$ cat src/rtl/ffba_pick.sv
// ----------------------------------------------------------------------------
// ffba_pick
// Priority pick of the lowest set flag, as a registered two-level search.
// ----------------------------------------------------------------------------
`default_nettype none
module ffba_pick #(
    parameter int N  = 64,
    parameter int IW = 6
) (
    input  wire           clk,
    input  wire [N-1:0]   flags,
    output logic          any_reg,
    output logic [IW-1:0] idx_reg
);
    localparam int G  = 8;
    localparam int NG = (N + G - 1) / G;

    logic [NG-1:0] grp_any_reg;
    logic [2:0]    grp_idx_reg [NG];

    always_ff @(posedge clk)
    begin
        for (int g = 0; g < NG; g++)
        begin
            grp_any_reg[g] <= 1'b0;
            grp_idx_reg[g] <= 3'd0;
            for (int b = G - 1; b >= 0; b--)
            begin
                if (g * G + b < N && flags[g * G + b])
                begin
                    grp_any_reg[g] <= 1'b1;
                    grp_idx_reg[g] <= 3'(b);
                end
            end
        end
    end

    always_ff @(posedge clk)
    begin
        any_reg <= |grp_any_reg;
        idx_reg <= '0;
        for (int g = NG - 1; g >= 0; g--)
        begin
            if (grp_any_reg[g])
                idx_reg <= IW'(g * G + int'(grp_idx_reg[g]));
        end
    end
endmodule
`default_nettype wire

$ cat config.mk
export PLATFORM = sky130hd
export DESIGN_NAME = ffba_pick
export DESIGN_NICKNAME = d
export VERILOG_FILES = /design/src/rtl/ffba_pick.sv
export SDC_FILE = /design/constraint.sdc
export NUM_CORES = 1
export LEC_CHECK = 0
export ABC_AREA = 1
export BUFFER_PORTS_ARGS = -buffer_cell sky130_fd_sc_hd__buf_2
export CORE_ASPECT_RATIO = 1.4
export CORE_MARGIN = 5
export CORE_UTILIZATION = 51
export CTS_CLUSTER_DIAMETER = 200
export CTS_CLUSTER_SIZE = 30
export DETAILED_ROUTE_END_ITERATION = 6
export HOLD_SLACK_MARGIN = 0.1
export PLACE_DENSITY = 0.94
export RECOVER_POWER = 25
export SLEW_MARGIN = 0
export SYNTH_ARGS = -nofsm -noshare
export SYNTH_HDL_FRONTEND = slang
export SYNTH_SLANG_ARGS = --single-unit
$ cat constraint.sdc
create_clock -name clk -period 1.8 [get_ports clk]
set_input_delay 0 -clock clk [delete_from_list [all_inputs] [get_ports clk]]
set_output_delay 0 -clock clk [all_outputs]
set_load 0.01 [all_outputs]
==> flow_metrics.py <==
metrics = {
    "timing": {
        "fmax_mhz": 609,
        "period_needed_ps": 1640,
        "slew_violations": 0,
        "timing.slew.headroom_pct": 73.0,
        "tightestPinTransition_ps": 404,
        "hold_viol_final": 0,
        "setup_viol": 0,
        "period_share_pct": 91.2,
        "rsz0062_at_grt": "false",
        "fin_skew_ps": 3.79,
        "fin_setup_tns_ps": 0,
    },
    "global_route": {
        "grt_util_all_layers_pct": 32.7,
        "first_global_vias": 2517,
        "overflow": 0,
        "antenna_found_initial": 0,
        "grt_max_degree": 12,
        "grt_pass1_wl_um": 11500,
    },
    "synthesis": {
        "async_flop_share_pct": 0,
        "syn_inst": 245,
        "ys.flop_type": "dfxtp_1",
        "yosysMostFrequentCell": "nand2_1",
        "ys_types": 15,
        "syn_avg_cell_area_um2": 7.08,
        "yosys.area.top_type_share_pct": 45.0,
        "ys_seq_area_share_pct": 45.0,
        "synthesis.area_um2": 1730,
        "syn_nets": 310,
        "synth_common_cells": "nand2_1 (45), dfxtp_1 (39), a21oi_1 (34), inv_1 (32), nor2_1 (30)",
        "synth_edf_count": 0,
        "synth_largest_area_cell": "dfxtp_1",
        "ys_top_cells_by_area": "dfxtp_1 (45%), a21oi_1 (9.8%), nand2_1 (9.7%), inv_1 (6.9%), nor2_1 (6.5%)",
        "yosys_register_bits": 39,
        "ys_warn_count": 0,
    },
    "cts": {
        "cts_sinks": 39,
        "clk_pin_slew_ps": 70,
        "cts_tree": "yes",
        "cts-root-buf": "clkbuf_8",
        "clk_latency_ps": 290,
        "cts_buffers": 5,
        "cts_buffer_depth": 2,
        "postCtsSetupBuffers": 0,
        "htree_num_levels": 2,
    },
    "detailed_routing": {
        "drtIter0Drc": 96,
        "viasPerCell": 5.47,
        "vias": 2357,
        "drt_drc_violations_left": 0,
        "wire_per_inst_um": 16.2,
        "drt-total-wl_um": 6960,
        "ant_nets": 0,
        "dr.pass1.iters": 5,
    },
    "worst_setup_path": {
        "cp.arrival_ps": 1830,
        "crit_path_frequent_cell": "dlygate4sd3_1",
        "cpPeakStageDelay_ps": 560,
        "endpoint_kind": "flop",
        "crit_slowest_cell": "dlygate4sd3_1",
        "cp_max_fo": 4,
        "start_kind": "input pin",
        "required_ps": 1990,
        "crit_chain": "dlygate4sd3_1 -> buf_2 -> nor2_1 -> nand2_1 -> o21ai_0 -> nor4_1 -> dlygate4sd3_1",
        "path_delay_family": "buffers and inverters",
        "path_buf_inv": 3,
        "criticalPathCategory": "input pin to flop",
    },
    "final_layout": {
        "nets": 456,
        "largest_reg_flops": 24,
        "drive_gt1_share_pct": 22.8,
        "nFillCells": 139,
        "area_growth_pct": 67.0,
        "diodes": 0,
    },
    "floorplanning": {
        "pin_count": 72,
        "fp.dieArea_um2": 4680,
        "die_x_um": 59.3,
        "die_h_um": 79.0,
        "initial_core_util_pct": 51.8,
        "rows": 25,
        "core_area_um2": 3350,
    },
    "placement": {
        "port_buffers": 71,
        "dpl.hpwl_um": 3000,
        "place.gp.congestion": 0.846,
    },
    "pwr": {
        "total_power_uw": 1840,
        "ir_drop_mv": 0.764,
        "p_leak_uw": 0.00142,
        "p_per_area_nw_per_um2": 634,
    },
    "min_path": {
        "hold_path.class": "input pin to flop",
    },
    "status": {
        "status": "finished clean",
    },
    "run": {
        "drv_cap": 0,
    },
}
[layout make-up]
class                   count  area (um^2)  area share [%]
clock buffers               6         82.6            2.85
clock inverters             1         5.00           0.173
inverters                  32          120            4.15
multi-input cells         172          811            28.0
flip-flops and latches     39          781            27.0
well taps                  40         50.0            1.73
repair buffers            141         1050            36.2
[logic make-up after synthesis]
family                 after synthesis  synth area share (%)
AND/OR/NAND/NOR                    123                  32.0
AO/OA/AOI/OAI                       49                  14.7
flip-flops                          39                  45.0
buffers and inverters               34                  8.23
[power by group]
part / total [uW] / leakage, uW / internal, uW / switching, uW
Sequential: 907 / 0.000320 / 895 / 12.6
Clock: 592 / 0.0000470 / 300 / 292
Combinational: 338 / 0.00105 / 190 / 148
[routing by layer]
metal  part of all wire, %  track usage, %  vias up
met5                     0               0        -
met1                    32            30.4     1072
met2                    54            59.4      144
li1                      -               -     1093
met3                   6.9            8.62       48
met4                   6.2            21.5        0
[stage by stage]
stage,std cells,util [%],hold slack [ps],area (um^2),worst slack (ps)
finish,431,86.5,126,2900,159
detailed placement,354,63.3,169,2120,758
CTS,431,86.8,105,2910,225
global route,431,86.5,136,2900,43.3
floorplan,245,-,69.1,1730,833
global placement,354,63.3,170,2120,804
[worst reg2reg max path: cells and delay by family, from the launching register on]
kind,cells,cell delay [ps]
flip-flops,1,430
AND/OR/NAND/NOR,6,700
[cells in the final DEF, fill, tap and decap left out, drive strengths merged]
master	n
inv	32
clkbuf	13
o21ai	9
nand2	45
or2	16
nor2	33
nand3	3
a31oi	4
clkinv	1
a21oi	34
nor4	8
dlygate4sd3	70
nor3	18
o21bai	2
buf	64
dfxtp	39
[path summary, 6_finish.rpt]
check,from,endpoint,slack [ps],depth (start not counted)
worst max register to register,grp_any_reg[3],idx_reg[0],570,6
worst min-delay path,flags[35],grp_idx_reg[1][1],130,3
worst max-delay path,flags[34],grp_idx_reg[1][2],160,7
worst min register to register,grp_idx_reg[0][1],idx_reg[1],440,2
[repair_timing]
action                                  4_1_cts  5_1_grt
endpoints found under the setup margin        0        1
resized for setup                             0        1
hold endpoints to repair                     32        0
hold buffers                                 70        0
Power figures use the tool's default switching activity.
