### src/rtl/ffba_pkg.sv
// ----------------------------------------------------------------------------
// ffba_pkg
// Types and constants shared by the first-fit allocator modules.
// ----------------------------------------------------------------------------
`default_nettype none
package ffba_pkg;

    localparam logic OP_ALLOC = 1'b0;
    localparam logic OP_FREE  = 1'b1;

    localparam logic [1:0] ST_OK        = 2'd0;
    localparam logic [1:0] ST_NO_MEMORY = 2'd1;
    localparam logic [1:0] ST_FULL      = 2'd2;
    localparam logic [1:0] ST_NOT_FOUND = 2'd3;

    localparam logic [1:0] REG_POOL_SIZE  = 2'd0;
    localparam logic [1:0] REG_HEADER_LEN = 2'd1;
    localparam logic [1:0] REG_ALIGN_LOG2 = 2'd2;

    typedef struct packed {
        logic        operation;
        logic [15:0] request_size;
        logic [15:0] free_offset;
    } req_t;

    typedef struct packed {
        logic [1:0]  status;
        logic [15:0] data_offset;
        logic [16:0] used_bytes;
    } rsp_t;

    // Broadcast from the controller to every cell.
    typedef struct packed {
        logic        ins;       // shift right from slot sel, write new entry at sel
        logic        rem;       // shift left from slot sel
        logic [15:0] new_start;
        logic [15:0] new_payload;
        logic [6:0]  header_len;
        logic [1:0]  align_log2;
        logic [15:0] free_offset;
    } cell_ctl_t;

endpackage
`default_nettype wire

### src/rtl/ffba_cell.sv
// ----------------------------------------------------------------------------
// ffba_cell
// One table slot: holds a block, checks the gap behind it, matches a free.
// ----------------------------------------------------------------------------
`default_nettype none
module ffba_cell (
    input  wire                  clk,
    input  wire                  rst_n,
    input  wire ffba_pkg::cell_ctl_t ctl,
    input  wire                  sel_here,    // this slot is the edit point
    input  wire                  after_sel,   // this slot lies beyond the edit point
    input  wire                  live,        // slot index below block count
    input  wire                  next_live,   // right neighbor holds a block
    input  wire [15:0]           prev_start,  // left neighbor contents
    input  wire [15:0]           prev_payload,
    input  wire [15:0]           next_start,  // right neighbor contents
    input  wire [15:0]           next_payload,
    input  wire [16:0]           pool_end,
    input  wire [16:0]           need,
    output logic [15:0]          start,
    output logic [15:0]          payload,
    output logic                 fit_reg,     // gap after this block fits
    output logic                 match_reg    // data offset equals the free
);
    logic [15:0] start_reg, start_next;
    logic [15:0] payload_reg, payload_next;
    logic [17:0] lo, hi, mask;
    logic [17:0] endb;

    assign start   = start_reg;
    assign payload = payload_reg;

    always_comb
    begin
        mask = (18'd1 << ctl.align_log2) - 18'd1;
        endb = {2'b0, start_reg} + {11'b0, ctl.header_len} + {2'b0, payload_reg};
        lo   = (endb + mask) & ~mask;
        hi   = next_live ? {2'b0, next_start} : {1'b0, pool_end};
    end

    always_ff @(posedge clk or negedge rst_n)
    begin
        if (!rst_n)
        begin
            fit_reg   <= 1'b0;
            match_reg <= 1'b0;
        end
        else
        begin
            fit_reg   <= live && (lo + {1'b0, need} <= hi)
                         && (lo + {11'b0, ctl.header_len} <= 18'hFFFF);
            match_reg <= live && ({1'b0, start_reg} + {10'b0, ctl.header_len}
                         == {1'b0, ctl.free_offset});
        end
    end

    always_comb
    begin
        start_next   = start_reg;
        payload_next = payload_reg;
        if (ctl.ins && sel_here)
        begin
            start_next   = ctl.new_start;
            payload_next = ctl.new_payload;
        end
        else if (ctl.ins && after_sel)
        begin
            start_next   = prev_start;
            payload_next = prev_payload;
        end
        else if (ctl.rem && (sel_here || after_sel))
        begin
            start_next   = next_start;
            payload_next = next_payload;
        end
    end

    always_ff @(posedge clk)
    begin
        start_reg   <= start_next;
        payload_reg <= payload_next;
    end
endmodule
`default_nettype wire

### config.mk
export PLATFORM = sky130hd
export DESIGN_NAME = ffba_cell
export DESIGN_NICKNAME = d
export VERILOG_FILES = /design/src/rtl/ffba_pkg.sv /design/src/rtl/ffba_cell.sv
export SDC_FILE = /design/constraint.sdc
export NUM_CORES = 1
export LEC_CHECK = 0
export ABC_AREA = 0
export BUFFER_PORTS_ARGS = -buffer_cell sky130_fd_sc_hd__buf_2
export CORE_ASPECT_RATIO = 0.8
export CORE_MARGIN = 3
export CORE_UTILIZATION = 25
export DETAILED_ROUTE_END_ITERATION = 16
export GPL_TIMING_DRIVEN = 0
export SYNTH_ARGS = -nofsm -noshare
export SYNTH_HDL_FRONTEND = slang
export SYNTH_SLANG_ARGS = --single-unit
export TNS_END_PERCENT = 5
### constraint.sdc
create_clock -name clk -period 18.09 [get_ports clk]
set_clock_uncertainty 0.15 [all_clocks]
set_input_delay 3.618 -clock clk [delete_from_list [all_inputs] [get_ports clk]]
set_output_delay 3.618 -clock clk [all_outputs]
set_load 0.01 [all_outputs]
==> flow_summary.ini, run 1 <==
[detailed_routing]
wl_um = 18500
routedLengthMet1_um = 8570
dr.pass1.iters = 5
drt.antenna.violating_nets = 0
wl_met2_um = 8390
dr_wl_met3_um = 1230
drc_errors = 0
maxUsedRoutingLayer = met5
num_vias = 5246
wire_per_inst_um = 16.9
drtIter0Drc = 233
avgViaCountPerCell = 4.78

[synthesis]
synth_edf_count = 32
synth.yosys.seq_area_share = 0.187
ys_seq_elements = 34
synth_cell_type_count = 58
synth_top_area_share = 0.199
syn_area_per_cell_sq_um = 8.63
syn_nets = 892
synth_ff_type = edfxtp_1
yosys_warnings = 0
synthTopCellsByArea = ha_1 (20%), edfxtp_1 (18%), mux2i_1 (9.3%)
netlist_instances = 626
synthArstFlopShare = 0.0588
yosys.area.top_type = ha_1
synth_area_sq_mm = 0.00540

[sta]
slew_viol_final = 0
finalSetupViolCount = 0
fin_crit_sh = 0.570
hold_viol = 0
rsz0062_at_grt = no
fin_setup_tns_ns = 0
slew_headroom = 0.384
fin_ws_ns = 7.78
layout_min_cycle_time_ns = 10.31
worst_pin_slew_ns = 0.925
max_freq_mhz = 97.0

[power_and_ir_drop]
power_frac_clock = 0.089
p_leak_uw = 0.00343
p_int_uw = 494
powerDensity_mw_per_mm2 = 141
vdd_drop_max_uv = 56.7
swShare = 0.489
comb_power_share = 0.796
power.switching_uw = 474
pwr-share-seq = 0.116

[place]
port_buffers = 195
dp_slack_ns = 7.50
finalWeightedCongestion = 0.843
dp_hpwl_um = 16000
place_inst = 1090

[die]
core_area_sq_mm = 0.0209
die-area_sq_mm = 0.0234
rows = 47
die_x_um = 170
num_io_pins = 197
chipHeight_um = 137
initial_core_util = 0.258

[cells_and_area]
diodes = 0
fin_cells = 1098
final_nets = 1094
final_common_cell = buf_2
final_cell_mix = buf_2 (197), ha_1 (86), nand2_1 (57), o21ai_0 (57), mux2i_1 (50)
drive_gt1_frac = 0.262
synthToLayoutAreaGrowth_pct = 26.9

[worst_hold_path]
hp-class = flop to flop

[clock_tree]
cts_tree = built
cts-resized-gates = 0
cts_sinks = 34
post-cts-setup-buffers = 0
clkTransAtPathRegs_ns = 0.06
cts_root_buffer = clkbuf_16
htree_levels = 2
hold_buffers = 0
clock_latency_ns = 0.28
cts_buffers = 5
clockBufferDepth = 2

[global_route]
first_global_vias = 5039
antenna_found_initial = 3
grt_usage = 0.152
grt_max_degree = 33
grt_pass1_wl_um = 27400
overflow = 0

[critical_path]
slowest_delay_ns = 0.45
cp_data_required_time_ns = 18.07
setup.worst_path.class = input pin to flop
endpoint_kind = flop
worstPathArrival_ns = 10.29
path_max_fanout = 9
crit_path_start_kind = input pin
slowest_stage = fa_1

[status]
run_status = complete, no violations

[run]
cap_violations = 0
-- layout make-up --
| class | count | area, sq um |
|---|---|---|
| buffer | 17 | 70.1 |
| clock buffer | 6 | 129 |
| clock inverter | 2 | 8.76 |
| fill | 2286 | 14100 |
| inverter | 49 | 184 |
| multi-input combinational | 526 | 4140 |
| sequential | 34 | 1010 |
| tap | 269 | 337 |
| timing repair buffer | 195 | 976 |
-- per-layer routing --
layer	track usage	up-vias
met2	0.244	162
met1	0.211	2385
met5	0	-
met3	0.0361	25
met4	0.0266	6
li1	-	2668
-- synth_stat cells (7+ instances only) --
library cell and count:
nor3_1 10, inv_1 49, a21oi_1 40, edfxtp_1 32
xnor2_1 32, nand3_1 11, mux2i_1 50, o211ai_1 9
fa_1 17, a31oi_1 8, and2_1 7, nor2b_1 10
a21o_1 15, nand2_1 57, nand4_1 9, nor2_1 30
nand2b_1 11, o21ai_0 57, xor2_1 14, ha_1 86
clkbuf_1 11
-- worst max-delay path: cells and delay by family --
| kind | cells | cell delay (ns) |
|---|---|---|
| AO/OA/AOI/OAI | 11 | 2.77 |
| adder cells (fa/ha/maj) | 5 | 1.50 |
| AND/OR/NAND/NOR | 9 | 1.43 |
| buffers and inverters | 4 | 0.66 |
| XOR/XNOR | 2 | 0.30 |
-- through the flow --
stage	cell area, sq um	total power, uW	util	hold slack (ns)
2_1_floorplan	5400	694	-	0.562
3_3_place_gp	6720	868	0.321	0.655
3_5_place_dp	6720	875	0.321	0.669
4_1_cts	6850	969	0.327	0.677
5_1_grt	6850	1070	0.327	0.740
6_report	6850	968	0.327	0.656
-- logic make-up (layout without fill, tap and decap cells) --
family | after synthesis | after routing | synth area share
and+or+nand+nor | 165 | 165 | 0.151
AOI/OAI and AO/OA | 159 | 159 | 0.181
adders and majority gates | 103 | 103 | 0.262
buffers and inverters | 66 | 269 | 0.0470
muxes | 52 | 52 | 0.0968
xor gates and xnor gates | 46 | 46 | 0.0746
DFF | 34 | 34 | 0.187
other | 1 | 1 | 0.000694
-- power by group through the flow --
stage          Sequential [uW]  Combinational (uW)  Clock [uW]
2_1_floorplan              114                 579           0
3_3_place_gp               114                 754           0
3_5_place_dp               114                 761           0
4_1_cts                    112                 769        87.8
5_1_grt                    114                 864        90.9
6_report                   112                 770        85.8
-- worst paths after layout --
check,slack [ns],depth (start not counted),startpoint,to
max,7.78,31,ctl[17],fit_reg
min,0.66,2,start[14],match_reg
max reg2reg,11.18,27,start[5],fit_reg
min reg2reg,0.66,2,start[14],match_reg
max in group asynchronous,14.74,1,rst_n,match_reg
min in group asynchronous,2.96,1,rst_n,fit_reg
Note: power is estimated with default switching activity, not from simulation.
==> run 2: changes to the inputs <==
==> constraint.sdc (replaced) <==
create_clock -name clk -period 8.3 [get_ports clk]
set_clock_uncertainty 0.15 [all_clocks]
set_input_delay 1.66 -clock clk [delete_from_list [all_inputs] [get_ports clk]]
set_output_delay 1.66 -clock clk [all_outputs]
set_load 0.01 [all_outputs]
==> run 2 against run 1 <==
Compared with the run above: sequential share of layout area about the same; critical endpoint unchanged; largest cell class unchanged; critical path depth is the same; via count up 0.15%; setup slack worse by 7.4 ns; highest routed layer unchanged; flip-flop and latch count unchanged; final cell count hardly changed; die area did not move; global-route usage hardly changed; clock power grew 120%; utilization up 0.078 points; first-iteration DRC count increased by 3.4%.
==> flow_summary.ini, run 2 (synthesis gave the netlist of run 1 again) <==
[detailed_routing]
avgViaCountPerCell = 4.78
drtIter0Drc = 241
drc_errors = 0
wl_um = 18400
dr.pass1.iters = 4
wire_per_inst_um = 16.8
num_vias = 5254
drt.antenna.violating_nets = 0

[worst_hold_path]
hp-class = flop to flop
hold_depth = 2
min_to = match_reg
holdCritStartpoint = start[14]

[global_route]
first_global_vias = 5036
grt_usage = 0.152
antenna_found_initial = 3
grt_pass1_wl_um = 27400
grt_max_degree = 33
overflow = 0

[place]
port_buffers = 195
dp_hpwl_um = 16000
finalWeightedCongestion = 0.843
placed_cell_area_sq_mm = 0.00672

[sta]
fin_setup_tns_ns = 0
fin_crit_sh = 0.953
max_freq_mhz = 126
slew_headroom = 0.382
worst_pin_slew_ns = 0.927
layout_min_cycle_time_ns = 7.91
rsz0062_at_grt = no
finalSetupViolCount = 0
hold_viol = 0
slew_viol_final = 0

[clock_tree]
cts_root_buffer = clkbuf_16
clkTransAtPathRegs_ns = 0.06
clock_latency_ns = 0.28
hold_buffers = 0
cts_tree = built
clockBufferDepth = 2
cts_buffers = 5
cts_sinks = 34
htree_levels = 2

[die]
die-area_sq_mm = 0.0234
initial_core_util = 0.258
chipHeight_um = 137
die_x_um = 170
rows = 47
core_area_sq_mm = 0.0209
num_io_pins = 197

[power_and_ir_drop]
vdd_drop_max_uv = 124
powerDensity_mw_per_mm2 = 307
p_leak_uw = 0.00344

[critical_path]
cp_data_required_time_ns = 8.31
crit_path_start_kind = input pin
rr_endpoint = fit_reg
r2r_slack_ns = 1.65
worstPathArrival_ns = 7.92
path_max_fanout = 9
r2r_start = start[1]
slowest_stage = fa_1
endpoint_kind = flop
r2r_cells = 27
slowest_delay_ns = 0.58
setup.worst_path.class = input pin to flop
path_common_cell = ha_1

[cells_and_area]
final_cell_mix = buf_2 (197), ha_1 (86), nand2_1 (57)
finish.instance_area_sq_mm = 0.00687
drive_gt1_frac = 0.265
regArea_sq_mm = 0.00101
synthToLayoutAreaGrowth_pct = 27.2
diodes = 0
final_nets = 1095
multiInputGateArea_sq_mm = 0.00414
final_common_cell = buf_2
fillCellCount = 2287

[status]
run_status = complete, no violations

[run]
cap_violations = 0
[run 2: area by class of cell]
| type | count | share of cell area |
|---|---|---|
| Inverter | 49 | 0.0273 |
| Clock inverter | 2 | 0.00127 |
| Sequential cell | 34 | 0.147 |
| Tap cell | 269 | 0.0490 |
| Timing Repair Buffer | 196 | 0.143 |
| Multi-Input combinational cell | 526 | 0.603 |
| Buffer | 17 | 0.0102 |
| Clock buffer | 6 | 0.0188 |
[run 2: power by group]
group          internal (uW)  switching, uW  total [uW]
combinational            755            927        1680
clock                    110           76.6         187
sequential               217           27.0         244
total                   1080           1030        2110
[run 2: stage by stage]
| stage | total power [uW] | hold WS, ns | std cells | util | setup slack (ns) |
|---|---|---|---|---|---|
| final | 2110 | 0.657 | 1099 | 0.328 | 0.393 |
| after global routing | 2340 | 0.740 | 1099 | 0.328 | 0.00271 |
| after CTS | 2110 | 0.677 | 1098 | 0.328 | 0.141 |
| after detailed placement | 1910 | 0.669 | 1090 | 0.321 | -0.330 |
| after global placement | 1890 | 0.655 | 1090 | 0.321 | -0.228 |
| after floorplan | 1510 | 0.562 | 626 | - | 1.13 |
[run 2: repair_timing]
item | CTS | global route
pin swaps | 0 | 1
setup endpoints to repair | 1 | 1
endpoints found under the hold margin | 0 | 0
buffers inserted | 0 | 1
resized for setup | 1 | 2
[run 2: how the worst max path moves through the flow]
stage,startpoint,endpoint,cells after the start
CTS,ctl[17],fit_reg,31
global route,ctl[17],fit_reg,31
global placement,ctl[17],fit_reg,31
detailed placement,ctl[17],fit_reg,31
finish,ctl[17],fit_reg,31
floorplan,ctl[17],fit_reg,30
[run 2: critical path, delay by kind of cell]
| family | cells | cell delay (ns) |
|---|---|---|
| buffers and inverters | 4 | 0.59 |
| adder cells (fa/ha/maj) | 5 | 1.70 |
| AO/OA/AOI/OAI | 11 | 2.40 |
| AND/OR/NAND/NOR | 9 | 1.26 |
| XOR/XNOR | 2 | 0.29 |
[run 2: layer usage]
layer / track usage / routed length (um)
met2: 0.244 / 8330
met5: 0 / 34
met4: 0.0266 / 357
met3: 0.0361 / 1250
met1: 0.211 / 8470
==> run 3: changes to the inputs <==
--- a/config.mk
+++ b/config.mk
@@ -12,6 +12,7 @@
 export CORE_UTILIZATION = 25
 export DETAILED_ROUTE_END_ITERATION = 16
 export GPL_TIMING_DRIVEN = 0
+export REMOVE_ABC_BUFFERS = 1
 export SYNTH_ARGS = -nofsm -noshare
 export SYNTH_HDL_FRONTEND = slang
 export SYNTH_SLANG_ARGS = --single-unit
==> run 3 against run 2 <==
Compared with the run above: clock power barely moved; largest cell class unchanged; worst hold slack lost 0.032 ns; maximum frequency up 2.5%; die area unchanged; setup slack improved by 0.19 ns.
==> flow_summary.ini, run 3 (synthesis gave the netlist of run 1 again) <==
[place]
dp_hpwl_um = 14800
finalWeightedCongestion = 0.859
dp_slack_ns = -0.578
port_buffers = 196
place_inst = 1076

[clock_tree]
cts_sinks = 34
cts_root_buffer = clkbuf_16
clockBufferDepth = 2
clock_latency_ns = 0.29
cts_tree = built
htree_levels = 2
cts_buffers = 5
hold_buffers = 0
clkTransAtPathRegs_ns = 0.06

[power_and_ir_drop]
powerDensity_mw_per_mm2 = 304
p_int_uw = 1080
power.switching_uw = 1000
vdd_drop_max_uv = 103
total_power_uw = 2080
power_frac_clock = 0.090
p_leak_uw = 0.00344
comb_power_share = 0.793
swShare = 0.482
pwr-share-seq = 0.117

[cells_and_area]
final_nets = 1081
diodes = 0
drive_gt1_frac = 0.272
final_common_cell = buf_2
synthToLayoutAreaGrowth_pct = 27.0
final_cell_mix = buf_2 (196), ha_1 (86), nand2_1 (56), o21ai_0 (56), mux2i_1 (50)
fin_cells = 1085

[critical_path]
path_max_fanout = 9
slowest_stage = fa_1
slowest_delay_ns = 0.58
r2r_slack_ns = 1.92
worstPathArrival_ns = 7.74
path_common_cell = ha_1
setup.worst_path.class = input pin to flop
endpoint_kind = flop
cp_data_required_time_ns = 8.33
crit_path_start_kind = input pin

[sta]
fin_crit_sh = 0.929
worst_pin_slew_ns = 0.901
max_freq_mhz = 130
layout_min_cycle_time_ns = 7.71
finalSetupViolCount = 0
slew_headroom = 0.391
fin_ws_ns = 0.585
rsz0062_at_grt = no
hold_viol = 0
slew_viol_final = 0

[detailed_routing]
wire_per_inst_um = 15.8
drt.antenna.violating_nets = 0
avgViaCountPerCell = 4.71
num_vias = 5107
dr.pass1.iters = 4
wl_um = 17100
drc_errors = 0
drtIter0Drc = 162

[die]
die-area_sq_mm = 0.0234
rows = 47
num_io_pins = 197
initial_core_util = 0.258
chipHeight_um = 137
core_area_sq_mm = 0.0209
die_x_um = 170

[worst_hold_path]
hp-class = flop to flop

[global_route]
overflow = 0
first_global_vias = 4968
antenna_found_initial = 2
grt_usage = 0.146
grt_max_degree = 39
grt_pass1_wl_um = 26200

[run]
cap_violations = 0

[status]
run_status = complete, no violations
## run 3: changes by cell type in the layout (fill, tap and decap cells not counted), sizes merged
cell / delta
buf: -3
clkbuf: -11
clkinvlp: -1
inv: +1
## run 3: metal layers
metal	vias up	GRT usage	part of all wire	routed length, um
li1	2656	-	-	-
met5	-	0	0.0012	21
met2	133	0.231	0.44	7480
met1	2303	0.207	0.50	8600
met4	4	0.0257	0.0082	140
met3	11	0.0298	0.053	901
## run 3: worst paths after layout
kind	startpoint	endpoint	depth (start not counted)
hold reg to reg	start[12]	match_reg	3
max in group asynchronous	rst_n	fit_reg	1
setup reg to reg	start[5]	fit_reg	27
setup / recovery	ctl[17]	fit_reg	30
hold / removal	start[12]	match_reg	3
min in group asynchronous	rst_n	match_reg	1
## run 3: per-stage QoR
| step | TNS (ns) | cell area, sq um | util | hold slack (ns) |
|---|---|---|---|---|
| 6_report | 0 | 6860 | 0.328 | 0.625 |
| 5_1_grt | 0 | 6860 | 0.328 | 0.677 |
| 4_1_cts | 0 | 6840 | 0.327 | 0.614 |
| 3_5_place_dp | -0.578 | 6700 | 0.320 | 0.609 |
| 3_3_place_gp | -0.559 | 6650 | 0.318 | 0.626 |
| 2_1_floorplan | 0 | 5330 | - | 0.562 |
## run 3: power by group through the flow
stage               sequential, uW  clock (uW)  combinational (uW)
global route                   248         200                1900
finish                         243         188                1650
CTS                            244         194                1650
global placement               247           0                1610
detailed placement             247           0                1640
floorplan                      249           0                1260
## run 3: worst max-delay path: cells and delay by family
kind            cells  cell delay (ns)
compound gates     11             2.26
xor+xnor            2             0.30
fa+ha+maj           5             1.71
buf+inv             3             0.42
simple gates        9             1.38
## run 3: repair_timing
item,CTS,global route
pin swaps,0,1
gates resized for setup,1,3
buffers inserted,0,1
endpoints found under the setup margin,1,1
## run 3: area by class of cell
type / count / area, sq um
multi-input combinational: 526 / 4160
tap: 269 / 337
fill: 2262 / 14100
clock buffer: 6 / 129
inverter: 49 / 184
sequential: 34 / 1010
clock inverter: 2 / 8.76
timing repair buffer: 199 / 1040
